==> src/rtl/grouped_chaser_step_generator_unit_assert.svh <==
// Assertion macros used by the chaser step generator controller.
`ifndef GROUPED_CHASER_STEP_GENERATOR_UNIT_ASSERT_SVH
`define GROUPED_CHASER_STEP_GENERATOR_UNIT_ASSERT_SVH

// Same-cycle implication, sampled on clk, off while rst_n is low
`define GCSG_ASSERT_IMPLY(label, ante, cons, msg) \
    label: assert property (@(posedge clk) disable iff (!rst_n) (ante) |-> (cons)) \
        else $error(msg);

// Next-cycle implication, sampled on clk, off while rst_n is low
`define GCSG_ASSERT_NEXT(label, ante, cons, msg) \
    label: assert property (@(posedge clk) disable iff (!rst_n) (ante) |=> (cons)) \
        else $error(msg);

`endif

==> src/rtl/gcsg_pkg.sv <==
// Shared types, constants and register codes of the chaser step generator.
package gcsg_pkg;

    // Defaults of the top-level size parameters
    localparam int MAX_FIXTURES_DEF = 64;
    localparam int MAX_GROUPS_DEF   = 16;

    // Field and register widths
    localparam int MASK_W      = 64;
    localparam int COUNT_W     = 7;
    localparam int GROUP_CFG_W = 5;
    localparam int SIZE_W      = 7;
    localparam int MODE_W      = 2;
    localparam int PARITY_W    = 5;
    localparam int CFG_IDX_W   = 3;
    localparam int CFG_DATA_W  = 7;
    localparam int STEP_W      = 7;
    localparam int SEQ_W       = 8;
    localparam int POS_W       = 12;
    localparam int SEQ_NUM_W   = 10;

    // Stream packing
    localparam int IN_TDATA_W  = 8;
    localparam int OUT_TDATA_W = 72;
    localparam int OUT_PAD_W   = OUT_TDATA_W - MASK_W - STEP_W;

    // Iterative divider
    localparam int DIV_NUM_W = 8;
    localparam int DIV_DEN_W = 7;
    localparam int DIV_CNT_W = $clog2(DIV_NUM_W);

    // Register indexes on the configuration channel
    typedef logic [CFG_IDX_W-1:0] cfg_index_t;
    localparam cfg_index_t REG_FIXTURE_COUNT = 3'd0;
    localparam cfg_index_t REG_GROUP_COUNT   = 3'd1;
    localparam cfg_index_t REG_WINDOW_SIZE   = 3'd2;
    localparam cfg_index_t REG_MOVE_SIZE     = 3'd3;
    localparam cfg_index_t REG_MOTION_MODE   = 3'd4;
    localparam cfg_index_t REG_PARITY_BLOCK  = 3'd5;
    localparam cfg_index_t NUM_REGS          = 3'd6;

    // Motion modes; code 3 runs as forward
    typedef logic [MODE_W-1:0] mode_t;
    localparam mode_t MODE_FORWARD  = 2'd0;
    localparam mode_t MODE_BACKWARD = 2'd1;
    localparam mode_t MODE_PINGPONG = 2'd2;

    // Register values after reset
    localparam logic [COUNT_W-1:0]     RST_FIXTURE_COUNT = 7'd18;
    localparam logic [GROUP_CFG_W-1:0] RST_GROUP_COUNT   = 5'd1;
    localparam logic [SIZE_W-1:0]      RST_WINDOW_SIZE   = 7'd1;
    localparam logic [SIZE_W-1:0]      RST_MOVE_SIZE     = 7'd1;
    localparam mode_t                  RST_MOTION_MODE   = MODE_FORWARD;
    localparam logic [PARITY_W-1:0]    RST_PARITY_BLOCK  = 5'd0;

    // Controller to datapath commands
    typedef struct packed {
        logic cfg_write;
        logic div_seg;
        logic div_seq;
        logic load_seg;
        logic load_seq;
        logic reload_pos;
        logic scan_init;
        logic scan_step;
        logic emit;
    } cmd_t;

    // Datapath to controller status
    typedef struct packed {
        logic div_done;
        logic scan_last;
    } status_t;

endpackage

==> src/rtl/gcsg_div.sv <==
// Restoring divider, one quotient bit per cycle, unsigned 8 by 7 bits.
module gcsg_div
(
    input  logic                           clk,
    input  logic                           rst_n,
    input  logic                           start,
    input  logic [gcsg_pkg::DIV_NUM_W-1:0] num,
    input  logic [gcsg_pkg::DIV_DEN_W-1:0] den,
    output logic                           done,
    output logic [gcsg_pkg::DIV_NUM_W-1:0] quot
);

    logic                           busy_reg, busy_next;
    logic                           done_reg, done_next;
    logic [gcsg_pkg::DIV_CNT_W-1:0] cnt_reg, cnt_next;
    logic [gcsg_pkg::DIV_DEN_W-1:0] rem_reg, rem_next;
    logic [gcsg_pkg::DIV_NUM_W-1:0] quo_reg, quo_next;
    logic [gcsg_pkg::DIV_DEN_W-1:0] den_reg, den_next;

    logic [gcsg_pkg::DIV_DEN_W:0]   rem_shift;
    logic [gcsg_pkg::DIV_DEN_W+1:0] diff;
    logic                           fits;

    // Trial subtract of the divisor from the shifted partial remainder
    always_comb
    begin
        rem_shift = {rem_reg, quo_reg[gcsg_pkg::DIV_NUM_W-1]};
        diff      = {1'b0, rem_shift} - {2'b00, den_reg};
        fits      = ~diff[gcsg_pkg::DIV_DEN_W+1];
    end

    // Iteration control and operand shift
    always_comb
    begin
        busy_next = busy_reg;
        done_next = 1'b0;
        cnt_next  = cnt_reg;
        rem_next  = rem_reg;
        quo_next  = quo_reg;
        den_next  = den_reg;
        if (start)
        begin
            busy_next = 1'b1;
            cnt_next  = gcsg_pkg::DIV_CNT_W'(gcsg_pkg::DIV_NUM_W - 1);
            rem_next  = '0;
            quo_next  = num;
            den_next  = den;
        end
        else if (busy_reg)
        begin
            rem_next = fits ? diff[gcsg_pkg::DIV_DEN_W-1:0]
                            : rem_shift[gcsg_pkg::DIV_DEN_W-1:0];
            quo_next = {quo_reg[gcsg_pkg::DIV_NUM_W-2:0], fits};
            if (cnt_reg == '0)
            begin
                busy_next = 1'b0;
                done_next = 1'b1;
            end
            else
            begin
                cnt_next = cnt_reg - 1'b1;
            end
        end
    end

    always_ff @(posedge clk or negedge rst_n)
    begin
        if (!rst_n)
        begin
            busy_reg <= 1'b0;
            done_reg <= 1'b0;
            cnt_reg  <= '0;
        end
        else
        begin
            busy_reg <= busy_next;
            done_reg <= done_next;
            cnt_reg  <= cnt_next;
        end
    end

    always_ff @(posedge clk)
    begin
        rem_reg <= rem_next;
        quo_reg <= quo_next;
        den_reg <= den_next;
    end

    assign done = done_reg;
    assign quot = quo_reg;

endmodule

==> src/rtl/gcsg_datapath.sv <==
// Datapath: configuration, segment math, window positions, mask scan and output register.
module gcsg_datapath
#(
    parameter int MAX_FIXTURES = gcsg_pkg::MAX_FIXTURES_DEF,
    parameter int MAX_GROUPS   = gcsg_pkg::MAX_GROUPS_DEF
)
(
    input  logic                             clk,
    input  logic                             rst_n,
    input  gcsg_pkg::cmd_t                   cmd,
    output gcsg_pkg::status_t                status,
    input  logic [gcsg_pkg::CFG_IDX_W-1:0]   cfg_index,
    input  logic [gcsg_pkg::CFG_DATA_W-1:0]  cfg_data,
    input  logic                             restart,
    output logic [gcsg_pkg::OUT_TDATA_W-1:0] m_axis_tdata,
    output logic                             m_axis_tlast
);

    localparam int GRP_W = $clog2(MAX_GROUPS + 1);
    localparam int CMP_W = (GRP_W > gcsg_pkg::GROUP_CFG_W) ? GRP_W : gcsg_pkg::GROUP_CFG_W;

    // Configuration registers
    logic [gcsg_pkg::COUNT_W-1:0]     fix_reg;
    logic [gcsg_pkg::GROUP_CFG_W-1:0] grp_reg;
    logic [gcsg_pkg::SIZE_W-1:0]      win_reg;
    logic [gcsg_pkg::SIZE_W-1:0]      move_reg;
    gcsg_pkg::mode_t                  mode_reg;
    logic [gcsg_pkg::PARITY_W-1:0]    par_reg;

    // Effective (clamped) settings
    logic [gcsg_pkg::COUNT_W-1:0] n_eff;
    logic [CMP_W-1:0]             ng_ext;
    logic [GRP_W-1:0]             ng_eff;
    logic [gcsg_pkg::SIZE_W-1:0]  mv_eff;

    // Sequence geometry
    logic [gcsg_pkg::COUNT_W-1:0]        seg_reg, seg_next;
    logic [gcsg_pkg::SEQ_W-1:0]          seq_reg, seq_next;
    logic signed [gcsg_pkg::SEQ_NUM_W-1:0] seq_num;
    logic [gcsg_pkg::DIV_NUM_W-1:0]      k_val;

    // Divider hookup
    logic [gcsg_pkg::DIV_NUM_W-1:0] div_num;
    logic [gcsg_pkg::DIV_DEN_W-1:0] div_den;
    logic [gcsg_pkg::DIV_NUM_W-1:0] div_quot;
    logic                           div_done;

    // Shared displacement from the initial positions and the ping-pong flip
    logic signed [gcsg_pkg::POS_W-1:0] pos_reg, pos_next;
    logic                              flip_reg, flip_next;
    logic [gcsg_pkg::STEP_W-1:0]       step_reg, step_next;

    // Group scan
    logic [GRP_W-1:0]                grp_left_reg, grp_left_next;
    logic [gcsg_pkg::COUNT_W-1:0]    start_reg, start_next;
    logic [gcsg_pkg::PARITY_W-1:0]   par_cnt_reg, par_cnt_next;
    logic                            par_bit_reg, par_bit_next;
    logic [MAX_FIXTURES-1:0]         acc_reg, acc_next;

    // Output register
    logic [MAX_FIXTURES-1:0]     out_mask_reg;
    logic [gcsg_pkg::STEP_W-1:0] out_step_reg;
    logic                        out_last_reg;

    // Window arithmetic
    logic signed [gcsg_pkg::POS_W-1:0] span, mv_s, win_s, n_s;
    logic signed [gcsg_pkg::POS_W-1:0] head, head_end, ipos;
    logic signed [gcsg_pkg::POS_W-1:0] step_amt, p_try;
    logic                              grp_neg, bounce, last;
    logic [MAX_FIXTURES-1:0]           grp_mask;
    logic                              reload;

    // Configuration writes; unknown indexes are dropped
    always_ff @(posedge clk or negedge rst_n)
    begin
        if (!rst_n)
        begin
            fix_reg  <= gcsg_pkg::RST_FIXTURE_COUNT;
            grp_reg  <= gcsg_pkg::RST_GROUP_COUNT;
            win_reg  <= gcsg_pkg::RST_WINDOW_SIZE;
            move_reg <= gcsg_pkg::RST_MOVE_SIZE;
            mode_reg <= gcsg_pkg::RST_MOTION_MODE;
            par_reg  <= gcsg_pkg::RST_PARITY_BLOCK;
        end
        else if (cmd.cfg_write)
        begin
            unique case (cfg_index)
                gcsg_pkg::REG_FIXTURE_COUNT: fix_reg  <= cfg_data[gcsg_pkg::COUNT_W-1:0];
                gcsg_pkg::REG_GROUP_COUNT:   grp_reg  <= cfg_data[gcsg_pkg::GROUP_CFG_W-1:0];
                gcsg_pkg::REG_WINDOW_SIZE:   win_reg  <= cfg_data[gcsg_pkg::SIZE_W-1:0];
                gcsg_pkg::REG_MOVE_SIZE:     move_reg <= cfg_data[gcsg_pkg::SIZE_W-1:0];
                gcsg_pkg::REG_MOTION_MODE:   mode_reg <= cfg_data[gcsg_pkg::MODE_W-1:0];
                gcsg_pkg::REG_PARITY_BLOCK:  par_reg  <= cfg_data[gcsg_pkg::PARITY_W-1:0];
                default: ;
            endcase
        end
    end

    // Clamp the settings to their legal ranges
    always_comb
    begin
        n_eff  = (fix_reg > gcsg_pkg::COUNT_W'(MAX_FIXTURES))
               ? gcsg_pkg::COUNT_W'(MAX_FIXTURES) : fix_reg;
        ng_ext = CMP_W'(grp_reg);
        if (ng_ext == '0)
            ng_ext = CMP_W'(1);
        else if (ng_ext > CMP_W'(MAX_GROUPS))
            ng_ext = CMP_W'(MAX_GROUPS);
        ng_eff = ng_ext[GRP_W-1:0];
        mv_eff = (move_reg == '0) ? gcsg_pkg::SIZE_W'(1) : move_reg;
    end

    // Division operands: fixtures over groups, then the step count
    always_comb
    begin
        seq_num = $signed(gcsg_pkg::SEQ_NUM_W'(seg_reg))
                - $signed(gcsg_pkg::SEQ_NUM_W'(win_reg))
                + $signed(gcsg_pkg::SEQ_NUM_W'(mv_eff))
                - $signed(gcsg_pkg::SEQ_NUM_W'(1));
        if (cmd.div_seg)
        begin
            div_num = gcsg_pkg::DIV_NUM_W'(n_eff);
            div_den = gcsg_pkg::DIV_DEN_W'(ng_eff);
        end
        else
        begin
            div_num = seq_num[gcsg_pkg::DIV_NUM_W-1:0];
            div_den = mv_eff;
        end
    end

    gcsg_div u_div
    (
        .clk   (clk),
        .rst_n (rst_n),
        .start (cmd.div_seg | cmd.div_seq),
        .num   (div_num),
        .den   (div_den),
        .done  (div_done),
        .quot  (div_quot)
    );

    // Segment length and sequence length from the quotients
    always_comb
    begin
        seg_next = seg_reg;
        seq_next = seq_reg;
        // a numerator of zero or less gives no full move
        k_val = (seq_num > 0) ? div_quot : '0;
        if (cmd.load_seg)
            seg_next = (div_quot == '0) ? gcsg_pkg::COUNT_W'(1)
                                        : div_quot[gcsg_pkg::COUNT_W-1:0];
        if (cmd.load_seq)
        begin
            if (mode_reg == gcsg_pkg::MODE_PINGPONG)
                seq_next = (k_val == '0) ? gcsg_pkg::SEQ_W'(1)
                                         : gcsg_pkg::SEQ_W'({k_val, 1'b0});
            else
                seq_next = gcsg_pkg::SEQ_W'(k_val) + gcsg_pkg::SEQ_W'(1);
        end
    end

    // Window of the group under scan; backward groups mirror the displacement
    always_comb
    begin
        span     = $signed(gcsg_pkg::POS_W'(seg_reg)) - $signed(gcsg_pkg::POS_W'(win_reg));
        win_s    = $signed(gcsg_pkg::POS_W'(win_reg));
        n_s      = $signed(gcsg_pkg::POS_W'(n_eff));
        mv_s     = $signed(gcsg_pkg::POS_W'(mv_eff));
        grp_neg  = (mode_reg == gcsg_pkg::MODE_BACKWARD) ^ par_bit_reg;
        head     = $signed(gcsg_pkg::POS_W'(start_reg)) + (grp_neg ? span - pos_reg : pos_reg);
        head_end = head + win_s;
        for (int i = 0; i < MAX_FIXTURES; i++)
        begin
            ipos        = $signed(gcsg_pkg::POS_W'(i));
            grp_mask[i] = (ipos >= head) && (ipos < head_end) && (ipos < n_s);
        end
    end

    // Next displacement; ping-pong reverses all groups when one would leave
    always_comb
    begin
        step_amt = flip_reg ? -mv_s : mv_s;
        p_try    = pos_reg + step_amt;
        bounce   = (mode_reg == gcsg_pkg::MODE_PINGPONG) && ((p_try < 0) || (p_try > span));
        last     = ({1'b0, step_reg} == (seq_reg - gcsg_pkg::SEQ_W'(1)));
        reload   = cmd.reload_pos || (cmd.scan_init && restart) || (cmd.emit && last);

        pos_next  = pos_reg;
        flip_next = flip_reg;
        step_next = step_reg;
        priority if (reload)
        begin
            pos_next  = '0;
            flip_next = 1'b0;
            step_next = '0;
        end
        else if (cmd.emit)
        begin
            if (bounce)
            begin
                flip_next = ~flip_reg;
                pos_next  = pos_reg - step_amt;
            end
            else
            begin
                pos_next = p_try;
            end
            step_next = step_reg + 1'b1;
        end
    end

    // Group scan: one group per cycle into the mask accumulator
    always_comb
    begin
        grp_left_next = grp_left_reg;
        start_next    = start_reg;
        par_cnt_next  = par_cnt_reg;
        par_bit_next  = par_bit_reg;
        acc_next      = acc_reg;
        if (cmd.scan_init)
        begin
            grp_left_next = ng_eff;
            start_next    = '0;
            par_cnt_next  = '0;
            par_bit_next  = 1'b0;
            acc_next      = '0;
        end
        else if (cmd.scan_step)
        begin
            acc_next      = acc_reg | grp_mask;
            start_next    = start_reg + seg_reg;
            grp_left_next = grp_left_reg - 1'b1;
            if (par_reg != '0)
            begin
                if (par_cnt_reg == par_reg - 1'b1)
                begin
                    par_cnt_next = '0;
                    par_bit_next = ~par_bit_reg;
                end
                else
                begin
                    par_cnt_next = par_cnt_reg + 1'b1;
                end
            end
        end
    end

    always_ff @(posedge clk or negedge rst_n)
    begin
        if (!rst_n)
        begin
            seg_reg      <= gcsg_pkg::COUNT_W'(1);
            seq_reg      <= gcsg_pkg::SEQ_W'(1);
            pos_reg      <= '0;
            flip_reg     <= 1'b0;
            step_reg     <= '0;
            grp_left_reg <= '0;
            par_cnt_reg  <= '0;
            par_bit_reg  <= 1'b0;
        end
        else
        begin
            seg_reg      <= seg_next;
            seq_reg      <= seq_next;
            pos_reg      <= pos_next;
            flip_reg     <= flip_next;
            step_reg     <= step_next;
            grp_left_reg <= grp_left_next;
            par_cnt_reg  <= par_cnt_next;
            par_bit_reg  <= par_bit_next;
        end
    end

    // Payload registers
    always_ff @(posedge clk)
    begin
        start_reg <= start_next;
        acc_reg   <= acc_next;
        if (cmd.emit)
        begin
            out_mask_reg <= acc_reg;
            out_step_reg <= step_reg;
            out_last_reg <= last;
        end
    end

    assign status.div_done  = div_done;
    assign status.scan_last = (grp_left_reg == GRP_W'(1));

    assign m_axis_tdata = {{gcsg_pkg::OUT_PAD_W{1'b0}}, out_step_reg,
                           gcsg_pkg::MASK_W'(out_mask_reg)};
    assign m_axis_tlast = out_last_reg;

endmodule

==> src/rtl/gcsg_ctrl.sv <==
// Controller: sequences reloads, group scans and result hand-off.
`include "grouped_chaser_step_generator_unit_assert.svh"

module gcsg_ctrl
(
    input  logic                           clk,
    input  logic                           rst_n,
    input  logic                           cfg_valid,
    output logic                           cfg_ready,
    input  logic [gcsg_pkg::CFG_IDX_W-1:0] cfg_index,
    input  logic                           s_axis_tvalid,
    output logic                           s_axis_tready,
    output logic                           m_axis_tvalid,
    input  logic                           m_axis_tready,
    input  gcsg_pkg::status_t              status,
    output gcsg_pkg::cmd_t                 cmd
);

    localparam int STATE_W = 3;
    localparam logic [STATE_W-1:0] ST_IDLE      = 3'd0;
    localparam logic [STATE_W-1:0] ST_SEG_START = 3'd1;
    localparam logic [STATE_W-1:0] ST_SEG_WAIT  = 3'd2;
    localparam logic [STATE_W-1:0] ST_SEQ_START = 3'd3;
    localparam logic [STATE_W-1:0] ST_SEQ_WAIT  = 3'd4;
    localparam logic [STATE_W-1:0] ST_SCAN      = 3'd5;
    localparam logic [STATE_W-1:0] ST_EMIT      = 3'd6;

    logic [STATE_W-1:0] state_reg, state_next;
    logic               m_valid_reg, m_valid_next;

    // Handshakes open only between transactions; configuration goes first
    assign cfg_ready     = (state_reg == ST_IDLE);
    assign s_axis_tready = (state_reg == ST_IDLE) && !cfg_valid;
    assign m_axis_tvalid = m_valid_reg;

    // Next state and commands
    always_comb
    begin
        state_next   = state_reg;
        cmd          = '0;
        m_valid_next = m_valid_reg && !m_axis_tready;
        unique case (state_reg)
            ST_SEG_START:
            begin
                cmd.div_seg = 1'b1;
                state_next  = ST_SEG_WAIT;
            end
            ST_SEG_WAIT:
            begin
                if (status.div_done)
                begin
                    cmd.load_seg = 1'b1;
                    state_next   = ST_SEQ_START;
                end
            end
            ST_SEQ_START:
            begin
                cmd.div_seq = 1'b1;
                state_next  = ST_SEQ_WAIT;
            end
            ST_SEQ_WAIT:
            begin
                if (status.div_done)
                begin
                    cmd.load_seq   = 1'b1;
                    cmd.reload_pos = 1'b1;
                    state_next     = ST_IDLE;
                end
            end
            ST_IDLE:
            begin
                if (cfg_valid)
                begin
                    cmd.cfg_write = 1'b1;
                    if (cfg_index < gcsg_pkg::NUM_REGS)
                        state_next = ST_SEG_START;
                end
                else if (s_axis_tvalid)
                begin
                    cmd.scan_init = 1'b1;
                    state_next    = ST_SCAN;
                end
            end
            ST_SCAN:
            begin
                cmd.scan_step = 1'b1;
                if (status.scan_last)
                    state_next = ST_EMIT;
            end
            ST_EMIT:
            begin
                // wait for the output register to be free
                if (!m_valid_reg || m_axis_tready)
                begin
                    cmd.emit     = 1'b1;
                    m_valid_next = 1'b1;
                    state_next   = ST_IDLE;
                end
            end
            default:
            begin
                state_next = ST_SEG_START;
            end
        endcase
    end

    always_ff @(posedge clk or negedge rst_n)
    begin
        if (!rst_n)
        begin
            state_reg   <= ST_SEG_START;
            m_valid_reg <= 1'b0;
        end
        else
        begin
            state_reg   <= state_next;
            m_valid_reg <= m_valid_next;
        end
    end

    // A stalled result keeps the controller parked with the result shown
    `GCSG_ASSERT_NEXT(a_emit_stall_holds, (state_reg == ST_EMIT) && m_valid_reg && !m_axis_tready, (state_reg == ST_EMIT) && m_valid_reg, "emit left while output stalled")
    // Divider completions are only seen while the controller waits for them
    `GCSG_ASSERT_IMPLY(a_div_done_waited, status.div_done, (state_reg == ST_SEG_WAIT) || (state_reg == ST_SEQ_WAIT), "divider result arrived unexpectedly")
    // A new result only appears after an emit
    `GCSG_ASSERT_IMPLY(a_valid_from_emit, $rose(m_axis_tvalid), $past(state_reg) == ST_EMIT, "output valid rose outside emit")

endmodule

==> src/rtl/grouped_chaser_step_generator_unit.sv <==
// Top level of the grouped light-chaser step generator.
// Each transaction on the s_axis side is one chaser tick and returns one
// transaction on the m_axis side with the lit-fixture mask, the step index and
// tlast on the final step before the sequence wraps. A tick is accepted, then
// the window mask is built group by group (a single window unit walks the
// groups), then the output register is loaded; a result that waits on
// m_axis_tready does not block the next tick from being accepted. Restart
// costs nothing extra. After reset and after every configuration write to a
// known register the block recomputes the segment and step counts with a
// bit-serial divider, during which s_axis_tready and cfg_ready stay low;
// writes to unknown indexes are taken and ignored.
module grouped_chaser_step_generator_unit
#(
    parameter int MAX_FIXTURES = gcsg_pkg::MAX_FIXTURES_DEF,
    parameter int MAX_GROUPS   = gcsg_pkg::MAX_GROUPS_DEF
)
(
    input  logic                             clk,
    input  logic                             rst_n,
    // configuration write channel
    input  logic                             cfg_valid,
    output logic                             cfg_ready,
    input  logic [gcsg_pkg::CFG_IDX_W-1:0]   cfg_index,
    input  logic [gcsg_pkg::CFG_DATA_W-1:0]  cfg_data,
    // tick input
    input  logic                             s_axis_tvalid,
    output logic                             s_axis_tready,
    input  logic [gcsg_pkg::IN_TDATA_W-1:0]  s_axis_tdata,  // [0] restart, [7:1] zero
    // step output
    output logic                             m_axis_tvalid,
    input  logic                             m_axis_tready,
    output logic [gcsg_pkg::OUT_TDATA_W-1:0] m_axis_tdata,  // [63:0] lit_mask, [70:64] step_index, [71] zero
    output logic                             m_axis_tlast   // last_step
);

    gcsg_pkg::cmd_t    cmd;
    gcsg_pkg::status_t status;

    gcsg_ctrl u_ctrl
    (
        .clk           (clk),
        .rst_n         (rst_n),
        .cfg_valid     (cfg_valid),
        .cfg_ready     (cfg_ready),
        .cfg_index     (cfg_index),
        .s_axis_tvalid (s_axis_tvalid),
        .s_axis_tready (s_axis_tready),
        .m_axis_tvalid (m_axis_tvalid),
        .m_axis_tready (m_axis_tready),
        .status        (status),
        .cmd           (cmd)
    );

    gcsg_datapath
    #(
        .MAX_FIXTURES (MAX_FIXTURES),
        .MAX_GROUPS   (MAX_GROUPS)
    )
    u_datapath
    (
        .clk          (clk),
        .rst_n        (rst_n),
        .cmd          (cmd),
        .status       (status),
        .cfg_index    (cfg_index),
        .cfg_data     (cfg_data),
        .restart      (s_axis_tdata[0]),
        .m_axis_tdata (m_axis_tdata),
        .m_axis_tlast (m_axis_tlast)
    );

endmodule

==> config.mk <==
export PLATFORM = sky130hd
export DESIGN_NAME = grouped_chaser_step_generator_unit
export DESIGN_NICKNAME = d
export VERILOG_FILES = /design/src/rtl/gcsg_pkg.sv /design/src/rtl/gcsg_div.sv /design/src/rtl/gcsg_datapath.sv /design/src/rtl/gcsg_ctrl.sv /design/src/rtl/grouped_chaser_step_generator_unit.sv
export VERILOG_INCLUDE_DIRS = /design/src /design/src/rtl
export SDC_FILE = /design/constraint.sdc
export NUM_CORES = 1
export LEC_CHECK = 0
export BUFFER_PORTS_ARGS = -buffer_cell sky130_fd_sc_hd__buf_4
export CAP_MARGIN = 15
export CORE_MARGIN = 4
export CORE_UTILIZATION = 45
export DETAILED_ROUTE_END_ITERATION = 8
export GPL_TIMING_DRIVEN = 0
export SLEW_MARGIN = 0
export SYNTH_ARGS = -nofsm -noshare
export SYNTH_HDL_FRONTEND = slang
export SYNTH_SLANG_ARGS = --single-unit
==> constraint.sdc <==
create_clock -name clk -period 5.9 [get_ports clk]
set_clock_uncertainty 0.1 [all_clocks]
set_input_delay 1.18 -clock clk [delete_from_list [all_inputs] [get_ports clk]]
set_output_delay 1.18 -clock clk [all_outputs]
set_load 0.1 [all_outputs]
* Yosys cells after proc, flatten, opt, wreduce, memory -nomap -nowiden *
Index checks and enable logic that the tools add are counted.

storage, ports and cells
  output and inout bits = 76
  flip-flop bits (word level) = 253
  bits of input ports = 23

operators by class
  magnitude comparators = 198
  bitwise gates (word level) = 6
  multiplexer cells = 66
  equal/unequal tests = 23
  add/subtract/negate cells = 19
  reductions and logical operators = 165

operators by type and width
  cell                   number
  $ge A7 B12 Y1 const A  32
  $lt A7 B12 Y1 const A  32
  $lt A6 B7 Y1 const A   32
  $ge A6 B12 Y1 const A  16
  $lt A6 B12 Y1 const A  16
  $logic_and A1 B1 Y1    133
  $lt A5 B7 Y1 const A   16
  $ge A5 B12 Y1 const A  8
  $lt A5 B12 Y1 const A  8
  $or A64 B64 Y64        1
  $mux W12               5
  $lt A4 B7 Y1 const A   8
  $ge A4 B12 Y1 const A  4
  $lt A4 B12 Y1 const A  4
  $mux W8                6
  $mux W5                9
  $mux W7                6
  $mux W3                10
  $lt A3 B7 Y1 const A   4
  $mux W1                27
  $ge A3 B12 Y1 const A  2
  $lt A3 B12 Y1 const A  2
  $pmux W3 S7            1
  $reduce_and A2 Y1      9
  54 further kinds       86

* Logic depth before layout (Yosys ltp) *
Gate-level depths: netlist (run 1).

  depth after elaboration = 11
  gate-level depth with buffers = 29
  depth with buffers taken out = 27

* Hierarchy *
A second synthesis (run 1) with hierarchy kept.

unflattened totals
  cell total of the unflattened synthesis = 1748
  area, all modules = 16111.7 um2

by module, submodules not included
  module         sequential area each (um2)  times used  area an instance (um2)  cells each
  gcsg_datapath  5569.1                      1           14361.3                 1582
  gcsg_div       715.7                       1           1415.1                  124
  gcsg_ctrl      101.3                       1           335.3                   42

* Worst setup path before layout (run 1) *
No wires, ideal clock.

  path type = reg2reg
  start point = reg u_datapath.seg_reg[0] (netlist name)
  end point = reg u_datapath.acc_reg[40]
  required time = 5683 ps
  buffers on the path = 1
  slack = -512 ps
  cell stages (with the launch flop) = 26
  arrival = 6195 ps
  clock period less this slack = 6412 ps
  setup time = 117 ps
  path through = dfstp_2 > inv_1 > ha_1 > inv_1 > fa_1 > inv_1 > fa_1 > nand2_1 > a21boi_0 > ha_1 > a21o_1 > a21oi_1 > o21bai_1 > a21oi_1 > xor2_1 > inv_1 > ha_1 > or3_1 > o21ai_0 > nor3_1 > mux2_2 > or4_4 > o311a_1 > and3_1 > buf_2 > a32o_1

between the ends
  word-level cells in the longest chain between the ends = 9
  elaborated cells between the ends (all ways) = 10
  classes of those cells = 4 x add/sub; 2 x order compare; 1 x mux; 1 x bitwise; 2 x reduce/logical

RTL lines
  item                                  RTL line              text
  from (decl)                           gcsg_datapath.sv:37   logic [gcsg_pkg::COUNT_W-1:0] seg_reg, seg_next;
  from (signal assigned)                gcsg_datapath.sv:253  seg_reg <= gcsg_pkg::COUNT_W'(1);
  from (signal assigned)                gcsg_datapath.sv:264  seg_reg <= seg_next;
  $sub A7 B7 Y8 (*)                     gcsg_datapath.sv:166  span = $signed(gcsg_pkg::POS_W'(seg_reg)) - $signed(gcsg_pkg::POS_W'(win_reg));
  $sub A8 B12 Y12 (*)                   gcsg_datapath.sv:171  head = $signed(gcsg_pkg::POS_W'(start_reg)) + (grp_neg ? span - pos_reg : pos_reg);
  $mux W12 (*)                          gcsg_datapath.sv:171
  $add A8 B12 Y12 (*)                   gcsg_datapath.sv:171
  $add A12 B8 Y12                       gcsg_datapath.sv:172  head_end = head + win_s;
  $lt A7 B12 Y1                         gcsg_datapath.sv:176  grp_mask[i] = (ipos >= head) && (ipos < head_end) && (ipos < n_s);
  $logic_and A1 B1 Y1 (*) (2 in a row)  gcsg_datapath.sv:176
  $or A64 B64 Y64 (*)                   gcsg_datapath.sv:231  acc_next = acc_reg | grp_mask;
  to (signal assigned)                  gcsg_datapath.sv:279  acc_reg <= acc_next;
  to (decl)                             gcsg_datapath.sv:58   logic [MAX_FIXTURES-1:0] acc_reg, acc_next;

Mark *: on every way between the ends. The rest lies on a longest branch, timed or not.
A chain may end at the register's enable or synchronous reset.

* Final worst setup path (run 1) *
  start point = reg u_datapath.win_reg[0] (netlist name)
  end point = reg u_datapath.acc_reg[59]

between the ends
  word-level cells in the longest chain between the ends = 9
  elaborated cells between the ends (all ways) = 10
  classes of those cells = 4 x add/sub; 2 x order compare; 1 x mux; 1 x bitwise; 2 x reduce/logical

RTL lines
  item                                  RTL line              text
  from (decl)                           gcsg_datapath.sv:25   logic [gcsg_pkg::SIZE_W-1:0] win_reg;
  from (signal assigned)                gcsg_datapath.sv:80   win_reg <= gcsg_pkg::RST_WINDOW_SIZE;
  from (signal assigned)                gcsg_datapath.sv:90   gcsg_pkg::REG_WINDOW_SIZE: win_reg <= cfg_data[gcsg_pkg::SIZE_W-1:0];
  $sub A7 B7 Y8                         gcsg_datapath.sv:166
  $sub A8 B12 Y12                       gcsg_datapath.sv:171
  $mux W12                              gcsg_datapath.sv:171
  $add A8 B12 Y12                       gcsg_datapath.sv:171
  $add A12 B8 Y12                       gcsg_datapath.sv:172
  $lt A7 B12 Y1                         gcsg_datapath.sv:176
  $logic_and A1 B1 Y1 (*) (2 in a row)  gcsg_datapath.sv:176
  $or A64 B64 Y64 (*)                   gcsg_datapath.sv:231

Marked as above.

==> results.tsv, run 1 <==
metric	value	unit
synth_fp_nets	1839	
hold_buffers	0	
cp.arrival	6.63	ns
gp_congestion	1.00	
final_core_util	57.2	%
grt_overflow	0	
end_kind	register	
crit_top_cell	ha_4	
via_per_inst	5.91	
yosys.area.top_type_share	16.4	%
cts_buffers	29	
clk_pin_slew	0.06	ns
yosys_warnings	0	
ys_seq_area_share	40.2	%
place_area	17300	um2
finalNetCount	2045	
finalSetupViolCount	62	
drive_gt1_share	23.3	%
fin_area	19800	um2
vias	14129	
initial_utilization	45.8	%
cts_tree	done	
stdcell_count	2390	
num_rows	68	
cts_root_buf	clkbuf_16	
fmax	160	MHz
violations	setup timing	
grt_pass1_wl	78900	um
cap_violations	0	
clk_latency	0.58	ns
port_buffers	89	
hold_class	register to register	
htreeDepth	1	
synthToLayoutAreaGrowth	24.8	%
antenna_cells	0	
synth_edf_count	87	
drt-initial-drc-count	1094	
avgSynthCellArea	9.32	um2
fin_ws	-0.369	ns
critPathSlowestCell	fa_2	
synth-seq-cells	253	
crit_type	register to register	
synth_area_leaders	edfxtp_1 (16%), dfrtp_1 (13%), dfxtp_1 (9.8%), ha_1 (7.9%), a21oi_1 (3.8%)	
relSlewSlack	7.96	%
yosysMostFrequentCell	nand2_1	
synthArstFlopShare	34.8	%
gr-usage-all-layers	25.9	%
crit_path_start_kind	register	
ys.flop_type	edfxtp_1	
numClockSinks	253	
netlist_instances	1706	
slew_viol_final	0	
status	finished, violations left	
wl	51300	um
cp.required	6.26	ns
worst_pin_slew	1.37	ns
yosysUniqueCellTypes	96	
seq_area	6390	um2
grt_max_degree	89	
synth_area	15900	um2
crit_fanout	5	
yosys.area.top_type	edfxtp_1	
dieArea	38400	um2
firstDrtPassIters	6	
first_global_vias	13457	
dieHeight	196	um
antenna_found_initial	1	
multi_input_area	9690	um2
drcViolationCount	0	
crit_family	simple AND/OR/NAND/NOR gates	
wire_per_inst	21.5	um
fillers	3117	
setup_tns	-13.81	ns
critPathMaxStageDelay	0.63	ns
cts_buffer_depth	3	
path_buf_inv	3	
dp_cells	2252	
ios	99	
period_share	106	%
rsz0062_at_grt	yes	
synth_common_cells	nand2_1 (159), a21oi_1 (120), nor2_1 (119)	
core_area	34700	um2
period_minus_slack	6.27	ns
hpwl	38300	um
final_antenna_net_count	0	
hold_viol	0	
die_w	196	um
## logic make-up (layout without fill, tap and decap cells)
| logic type | after synthesis | in the layout | synth area share, % |
|---|---|---|---|
| and+or+nand+nor | 491 | 491 | 15.0 |
| other | 1 | 1 | 0.0236 |
| adders and majority gates | 110 | 110 | 9.08 |
| DFF | 253 | 253 | 40.2 |
| AOI/OAI and AO/OA | 519 | 519 | 22.4 |
| buffers and inverters | 187 | 416 | 4.52 |
| xor gates and xnor gates | 96 | 96 | 5.48 |
| muxes | 49 | 49 | 3.34 |
## area by class of cell
| cell class | count | area share (%) |
|---|---|---|
| multi-input combinational | 1266 | 48.9 |
| sequential | 253 | 32.2 |
| timing repair buffer | 181 | 7.49 |
| clock buffer | 35 | 3.82 |
| tap | 455 | 2.87 |
| inverter | 113 | 2.19 |
| buffer | 68 | 1.58 |
| clock inverter | 19 | 0.990 |
## metal layers
layer  part of all wire [%]  vias up  track usage (%)  routed length [um]
li1                       -     6669                -                   -
met1                     46     6899             38.0               23700
met2                     45      475             39.8               22900
met3                    7.0       86             4.93                3580
met4                    2.4        0             6.03                1250
met5                      0        -                0                   0
## metrics by stage
stage | worst slack (ns) | hold WS, ns
final | -0.369 | 0.331
after detailed placement | -1.61 | 0.316
after global placement | -1.56 | 0.318
after global routing | -0.497 | 0.341
after CTS | -0.319 | 0.332
after floorplan | -0.0786 | 0.300
## worst paths after layout
kind,start,endpoint,slack [ns],cells past startpoint
max,u_datapath.win_reg[0]$_DFFE_PN1P_,u_datapath.acc_reg[59]$_SDFFE_PP0P_,-0.37,25
min,u_datapath.acc_reg[30]$_SDFFE_PP0P_,u_datapath.out_mask_reg[30]$_DFFE_PP_,0.33,0
max reg2reg,u_datapath.win_reg[0]$_DFFE_PN1P_,u_datapath.acc_reg[59]$_SDFFE_PP0P_,-0.37,25
min reg2reg,u_datapath.acc_reg[30]$_SDFFE_PP0P_,u_datapath.out_mask_reg[30]$_DFFE_PP_,0.33,0
max in group asynchronous,rst_n,u_datapath.grp_reg[0]$_DFFE_PN1P_,4.57,2
min in group asynchronous,rst_n,u_datapath.pos_reg[8]$_DFFE_PN0P_,0.42,1
## cell usage in the layout, fill, tap and decap left out, drive strengths merged, types with 7 or more instances in the layout
cell and instances:
a211oi 19, fa 9, mux2 33, a32o 34, xnor2 59, dfstp 8
ha 101, nand4 13, or2 9, nor3 37, xor2 37, and3 15
a21oi 120, nand3b 7, inv 113, a22oi 11, clkinv 13, o211ai 12
nand2b 21, buf 191, dfrtp 80, nor2b 14, o21ai 121, nor4 15
nor2 120, a21o 30, edfxtp 87, nand3 43, a22o 24, dfxtp 78
and2 11, o21a 21, mux2i 16, o21bai 18, nand2 159, clkbuf 93
o31ai 14, or3 9, a31oi 21
## repair_timing
action	4_1_cts	5_1_grt
resized for setup	130	61
buffers inserted	46	42
setup endpoints to repair	76	76
hold endpoints to repair	0	0
pin swaps	70	61
cloned	2	0
## worst reg2reg max path, cell delays in order (launching register included)
cell and delay, ns:
dfstp_2 0.56, ha_4 0.15, inv_2 0.04, fa_2 0.63, ha_4 0.22, and3b_2 0.22, or2_4 0.26, a21o_1 0.19
a21oi_2 0.14, xor2_1 0.21, o21ai_2 0.13, ha_4 0.33, o21a_1 0.13, nor2_2 0.05, xnor2_1 0.14, ha_2 0.20
or3_4 0.38, o21ai_4 0.20, nor3_2 0.06, mux2_4 0.27, or4_4 0.61, buf_6 0.16, nor2_4 0.23, buf_6 0.19
o211ai_1 0.11, a32o_1 0.27
Power of run 1 is left out: the tool's default activity adds up to more than one toggle a clock period on the data nets, which glitch-free logic cannot reach.
==> run 2: changes to the inputs <==
--- a/config.mk
+++ b/config.mk
@@ -8,10 +8,13 @@
 export LEC_CHECK = 0
 export BUFFER_PORTS_ARGS = -buffer_cell sky130_fd_sc_hd__buf_4
 export CAP_MARGIN = 15
+export CELL_PAD_IN_SITES_DETAIL_PLACEMENT = 1
+export CELL_PAD_IN_SITES_GLOBAL_PLACEMENT = 1
 export CORE_MARGIN = 4
-export CORE_UTILIZATION = 45
+export CORE_UTILIZATION = 44
 export DETAILED_ROUTE_END_ITERATION = 8
 export GPL_TIMING_DRIVEN = 0
+export PLACE_DENSITY_LB_ADDON = 0.1
 export SLEW_MARGIN = 0
 export SYNTH_ARGS = -nofsm -noshare
 export SYNTH_HDL_FRONTEND = slang
==> run 2 against run 1 <==
  * The run still ends with setup timing left
  * Critical path depth unchanged
  * Die area rose by 2.2%
  * Register-to-register slack lost 0.03 ns
  * Via count up 3.7%
  * Core utilization shrank 0.77 points
  * Global-route usage increased by 2.9 points
  * Worst hold slack worse by 0.0023 ns
  * Flip-flop and latch count did not move
  * Sequential share of layout area decreased by 0.35 points
  * Count of clock-buffer cells in the layout increased by 2
  * Setup slack worse by 0.030 ns
  * First-iteration DRC count increased by 8.0%
  * Critical path type unchanged
==> results.tsv, run 2 (synthesis gave the netlist of run 1 again) <==
metric	value	unit	change
status	finished, violations left		
violations	setup timing		
dieHeight	198	um	+1.1%
grt_overflow	0		unchanged
drt-initial-drc-count	1181		+8.0%
period_minus_slack	6.30	ns	+0.0303 ns
crit_top_cell	fa_2		
synthToLayoutAreaGrowth	26.2	%	
worst_pin_slew	1.18	ns	-0.189 ns
num_rows	69		+1.5%
hold_viol	0		unchanged
grtUsageMet2	48.0	%	+8.1 points
preCtsSetupSlack	-1.78	ns	-0.166 ns
wl	58100	um	+13%
fillers	3983		+28%
hpwl	42100	um	+10%
cap_violations	0		unchanged
multi_input_area	9860	um2	+1.7%
antenna_found_initial	1		unchanged
fin_area	20100	um2	+1.1%
crit_family	adder cells		
die_w	198	um	+1.1%
grt_max_degree	65		-27%
clk_latency	0.59	ns	about the same
drcViolationCount	0		unchanged
htreeDepth	1		unchanged
antenna_cells	0		unchanged
critPathMaxStageDelay	0.62	ns	about the same
grt_pass1_wl	88000	um	+12%
crit_start	u_datapath.seg_reg[0]$_DFFE_PN1P_		
finalNetCount	2040		-0.24%
dieArea	39200	um2	+2.2%
cts_tree	done		
vias	14647		+3.7%
cts_buffer_depth	3		unchanged
wire_per_inst	24.3	um	+13%
gr-usage-all-layers	28.8	%	+2.9 points
port_buffers	89		unchanged
hold_buffers	0		unchanged
first_global_vias	15031		+12%
layout_commonest_cell	buf_4		
core_area	35600	um2	+2.5%
clk_pin_slew	0.06	ns	about the same
relSlewSlack	20.5	%	+13 points
grt-busiest-layer	met2		
final_antenna_net_count	0		unchanged
crit_fanout	5		unchanged
period_share	107	%	+0.51 points
fmax	159	MHz	-0.48%
ios	99		unchanged
hold_class	register to register		
cts_root_buf	clkbuf_16		
end_kind	register		
final_core_util	56.4	%	-0.77 points
via_per_inst	6.12		+3.6%
grt_util_met3	4.82	%	-0.11 points
firstDrtPassIters	5		-1
holdWs	0.329	ns	-0.00233 ns
drive_gt1_share	24.4	%	+1.1 points
cp.arrival	6.66	ns	+0.03 ns
critPathSlowestCell	or4_4		
slew_viol_final	0		unchanged
mostFrequentLayoutCells	buf_4 (158), nand2_1 (152), nor2_1 (115)		
path_buf_inv	7		+4
grt.met1_usage	38.2	%	+0.22 points
reg2reg_from	u_datapath.seg_reg[0]$_DFFE_PN1P_		
numClockSinks	253		unchanged
rsz0062_at_grt	yes		
crit_path_start_kind	register		
cp.required	6.26	ns	about the same
seq_area	6390	um2	about the same
initial_utilization	44.7	%	-1.1 points
crit_type	register to register		
cts_buffers	30		+3.4%
gp_congestion	0.980		-2.4%
fin_ws	-0.399	ns	-0.0303 ns
hp-start	u_datapath.acc_reg[60]$_SDFFE_PP0P_		
finalSetupViolCount	63		+1.6%
place_area	17300	um2	+0.23%
run 2: cell types whose count changed in the layout (fill, tap and decap cells not counted), moves of 4 or more:
cell and delta:
o21ai_2 +11, buf_4 -9, o21ai_1 -9, buf_6 +4
nand3_1 -4, nand3_2 +4
run 2: layer usage:
metal  vias to the layer above  part of all wire, %
met2                       502                   48
met5                         -                0.024
met4                         2                  3.6
li1                       6675                    -
met1                      7336                   42
met3                       132                  6.6
run 2: timing repair:
action                                  in CTS  in global routing
endpoints found under the setup margin      76                 76
pin swaps                                   79                 74
gates cloned                                 3                  0
gates resized for setup                    166                 64
setup buffers                               50                 29
run 2: worst paths after layout:
| kind | endpoint | depth (start not counted) | slack (ns) |
|---|---|---|---|
| min | u_datapath.out_mask_reg[60]$_DFFE_PP_ | 0 | 0.33 |
| min reg2reg | u_datapath.out_mask_reg[60]$_DFFE_PP_ | 0 | 0.33 |
| min in group asynchronous | u_datapath.par_cnt_reg[3]$_DFFE_PN0P_ | 1 | 0.51 |
| max | u_datapath.acc_reg[59]$_SDFFE_PP0P_ | 25 | -0.40 |
| max reg2reg | u_datapath.acc_reg[59]$_SDFFE_PP0P_ | 25 | -0.40 |
| max in group asynchronous | u_datapath.seq_reg[0]$_DFFE_PN1P_ | 2 | 4.47 |
run 2: final cells by class:
type | count | area share, %
Buffer | 68 | 1.55
Clock buffer | 37 | 3.87
Clock inverter | 19 | 1.29
Inverter | 113 | 2.16
Multi-Input combinational cell | 1266 | 49.2
Sequential cell | 253 | 31.9
Tap cell | 461 | 2.88
Timing Repair Buffer | 175 | 7.24
run 2: metrics by stage:
stage	std cells	setup TNS, ns
global route	2392	-29.06
detailed placement	2259	-111.81
finish	2392	-16.05
global placement	2256	-96.55
CTS	2362	-11.11
floorplan	1706	-0.971
Power of run 2 is left out for the same reason.
==> run 3: changes to the inputs <==
--- a/config.mk
+++ b/config.mk
@@ -10,6 +10,7 @@
 export CAP_MARGIN = 15
 export CELL_PAD_IN_SITES_DETAIL_PLACEMENT = 1
 export CELL_PAD_IN_SITES_GLOBAL_PLACEMENT = 1
+export CORE_ASPECT_RATIO = 0.8
 export CORE_MARGIN = 4
 export CORE_UTILIZATION = 44
 export DETAILED_ROUTE_END_ITERATION = 8
@@ -19,3 +20,4 @@
 export SYNTH_ARGS = -nofsm -noshare
 export SYNTH_HDL_FRONTEND = slang
 export SYNTH_SLANG_ARGS = --single-unit
+export TNS_END_PERCENT = 5
==> run 3 against run 2 <==
  * The flow still finishes with violations (setup timing)
  * Setup slack lost 0.087 ns
  * Count of clock-buffer cells in the layout is 4 lower
  * Via count is 0.14% lower
  * Cell count shrank 0.25%
  * Fmax fell by 1.4%
  * Non-clock buffer count down 16
  * Core utilization shrank 0.59 points
  * Critical path type unchanged
  * Critical endpoint is now u_datapath.acc_reg[63]$_SDFFE_PP0P_
==> results.tsv, run 3 (synthesis gave the netlist of run 1 again) <==
metric	value	unit	change
synthToLayoutAreaGrowth	23.5	%	
cts_buffer_depth	3		unchanged
crit_path_start_kind	register		
end_kind	register		
cp.required	6.26	ns	about the same
fin_ws	-0.487	ns	-0.0875 ns
antenna_found_initial	0		-1
period_minus_slack	6.39	ns	+0.0874 ns
relSlewSlack	15.6	%	-4.9 points
stdcell_count	2386		-0.25%
dp_cells	2273		+0.62%
cts_root_buf	clkbuf_16		
ios	99		unchanged
gr-usage-all-layers	29.7	%	+0.93 points
clk_pin_slew	0.06	ns	about the same
crit_fanout	10		+5
hold_viol	0		unchanged
port_buffers	89		unchanged
mostFrequentLayoutCells	nand2_1 (153), buf_4 (149), nor2_1 (116)		
dieHeight	178	um	-10%
finalNetCount	2023		-0.83%
fmax	157	MHz	-1.4%
critPathSlowestCell	fa_2		
grt_overflow	0		unchanged
rsz0062_at_grt	yes		
period_share	108	%	+1.5 points
status	finished, violations left		
cts_tree	done		
hpwl	44100	um	+4.8%
htreeDepth	1		unchanged
gp_congestion	1.01		+3.2%
via_per_inst	6.13		+0.11%
slew_viol_final	0		unchanged
worst_pin_slew	1.26	ns	+0.0770 ns
crit_type	register to register		
wire_per_inst	25.2	um	+4.0%
wl	60200	um	+3.7%
firstDrtPassIters	6		+1
num_rows	61		-12%
first_global_vias	14574		-3.0%
path_buf_inv	8		+1
hold_class	register to register		
seq_area	6390	um2	unchanged
core_area	35200	um2	-1.1%
drive_gt1_share	21.6	%	-2.9 points
finalSetupViolCount	64		+1.6%
multi_input_area	9650	um2	-2.1%
cts_buffers	29		-3.3%
layout_commonest_cell	nand2_1		
vias	14626		-0.14%
dieArea	39300	um2	about the same
crit_family	buffers and inverters		
clk_latency	0.60	ns	about the same
critPathMaxStageDelay	0.63	ns	about the same
die_w	221	um	+11%
fillers	3990		+0.18%
initial_utilization	45.2	%	+0.49 points
drcViolationCount	0		unchanged
violations	setup timing		
numClockSinks	253		unchanged
final_core_util	55.8	%	-0.59 points
grt_pass1_wl	89300	um	+1.5%
cap_violations	0		unchanged
grt_max_degree	89		+37%
drt-initial-drc-count	1461		+24%
cp.arrival	6.75	ns	+0.09 ns
hold_buffers	0		unchanged
final_antenna_net_count	0		unchanged
## run 3: cell types whose count changed in the layout (fill, tap and decap cells not counted), sizes merged
cell and delta:
bufinv -3, buf -16, diode +1, clkbuf -4, inv +5
## run 3: per-layer routing
| layer | up-vias | GRT usage (%) | wire length [um] |
|---|---|---|---|
| met1 | 7394 | 45.8 | 29000 |
| met3 | 66 | 6.79 | 4940 |
| met4 | 0 | 5.33 | 974 |
| met5 | - | 0 | 0 |
| met2 | 526 | 43.0 | 25300 |
| li1 | 6640 | - | - |
## run 3: cell type report
class	count	area share, %
antenna	1	0.0127
buffer	70	1.64
clock buffer	33	3.77
clock inverter	21	1.01
inverter	113	2.24
multi-input combinational	1266	49.1
sequential	253	32.5
tap	472	3.01
timing repair buffer	157	6.64
## run 3: final timing paths
kind                                                     start                               endpoint  slack, ns  cells past startpoint
max                         u_datapath.mode_reg[1]$_DFFE_PN0P_    u_datapath.acc_reg[63]$_SDFFE_PP0P_      -0.49                     26
min                        u_datapath.acc_reg[41]$_SDFFE_PP0P_  u_datapath.out_mask_reg[41]$_DFFE_PP_       0.33                      0
max reg2reg                 u_datapath.mode_reg[1]$_DFFE_PN0P_    u_datapath.acc_reg[63]$_SDFFE_PP0P_      -0.49                     26
min reg2reg                u_datapath.acc_reg[41]$_SDFFE_PP0P_  u_datapath.out_mask_reg[41]$_DFFE_PP_       0.33                      0
max in group asynchronous                                rst_n      u_datapath.win_reg[0]$_DFFE_PN1P_       4.52                      2
min in group asynchronous                                rst_n     u_datapath.step_reg[3]$_DFFE_PN0P_       0.45                      1
## run 3: stage by stage
stage	area [um2]	worst slack [ns]	TNS (ns)	hold WS [ns]
2_1_floorplan	16000	-0.0796	-1.05	0.300
3_3_place_gp	17300	-1.82	-99.35	0.319
3_5_place_dp	17300	-1.81	-106.78	0.320
4_1_cts	19100	-0.469	-20.94	0.336
5_1_grt	19600	-0.659	-36.93	0.337
6_report	19600	-0.487	-24.30	0.332
## run 3: what timing repair did
item,in CTS,in global routing
setup buffers,31,28
pin swaps,71,61
cloned,2,0
gates resized for setup,130,68
setup endpoints to repair,76,76
Power of run 3 is left out for the same reason.
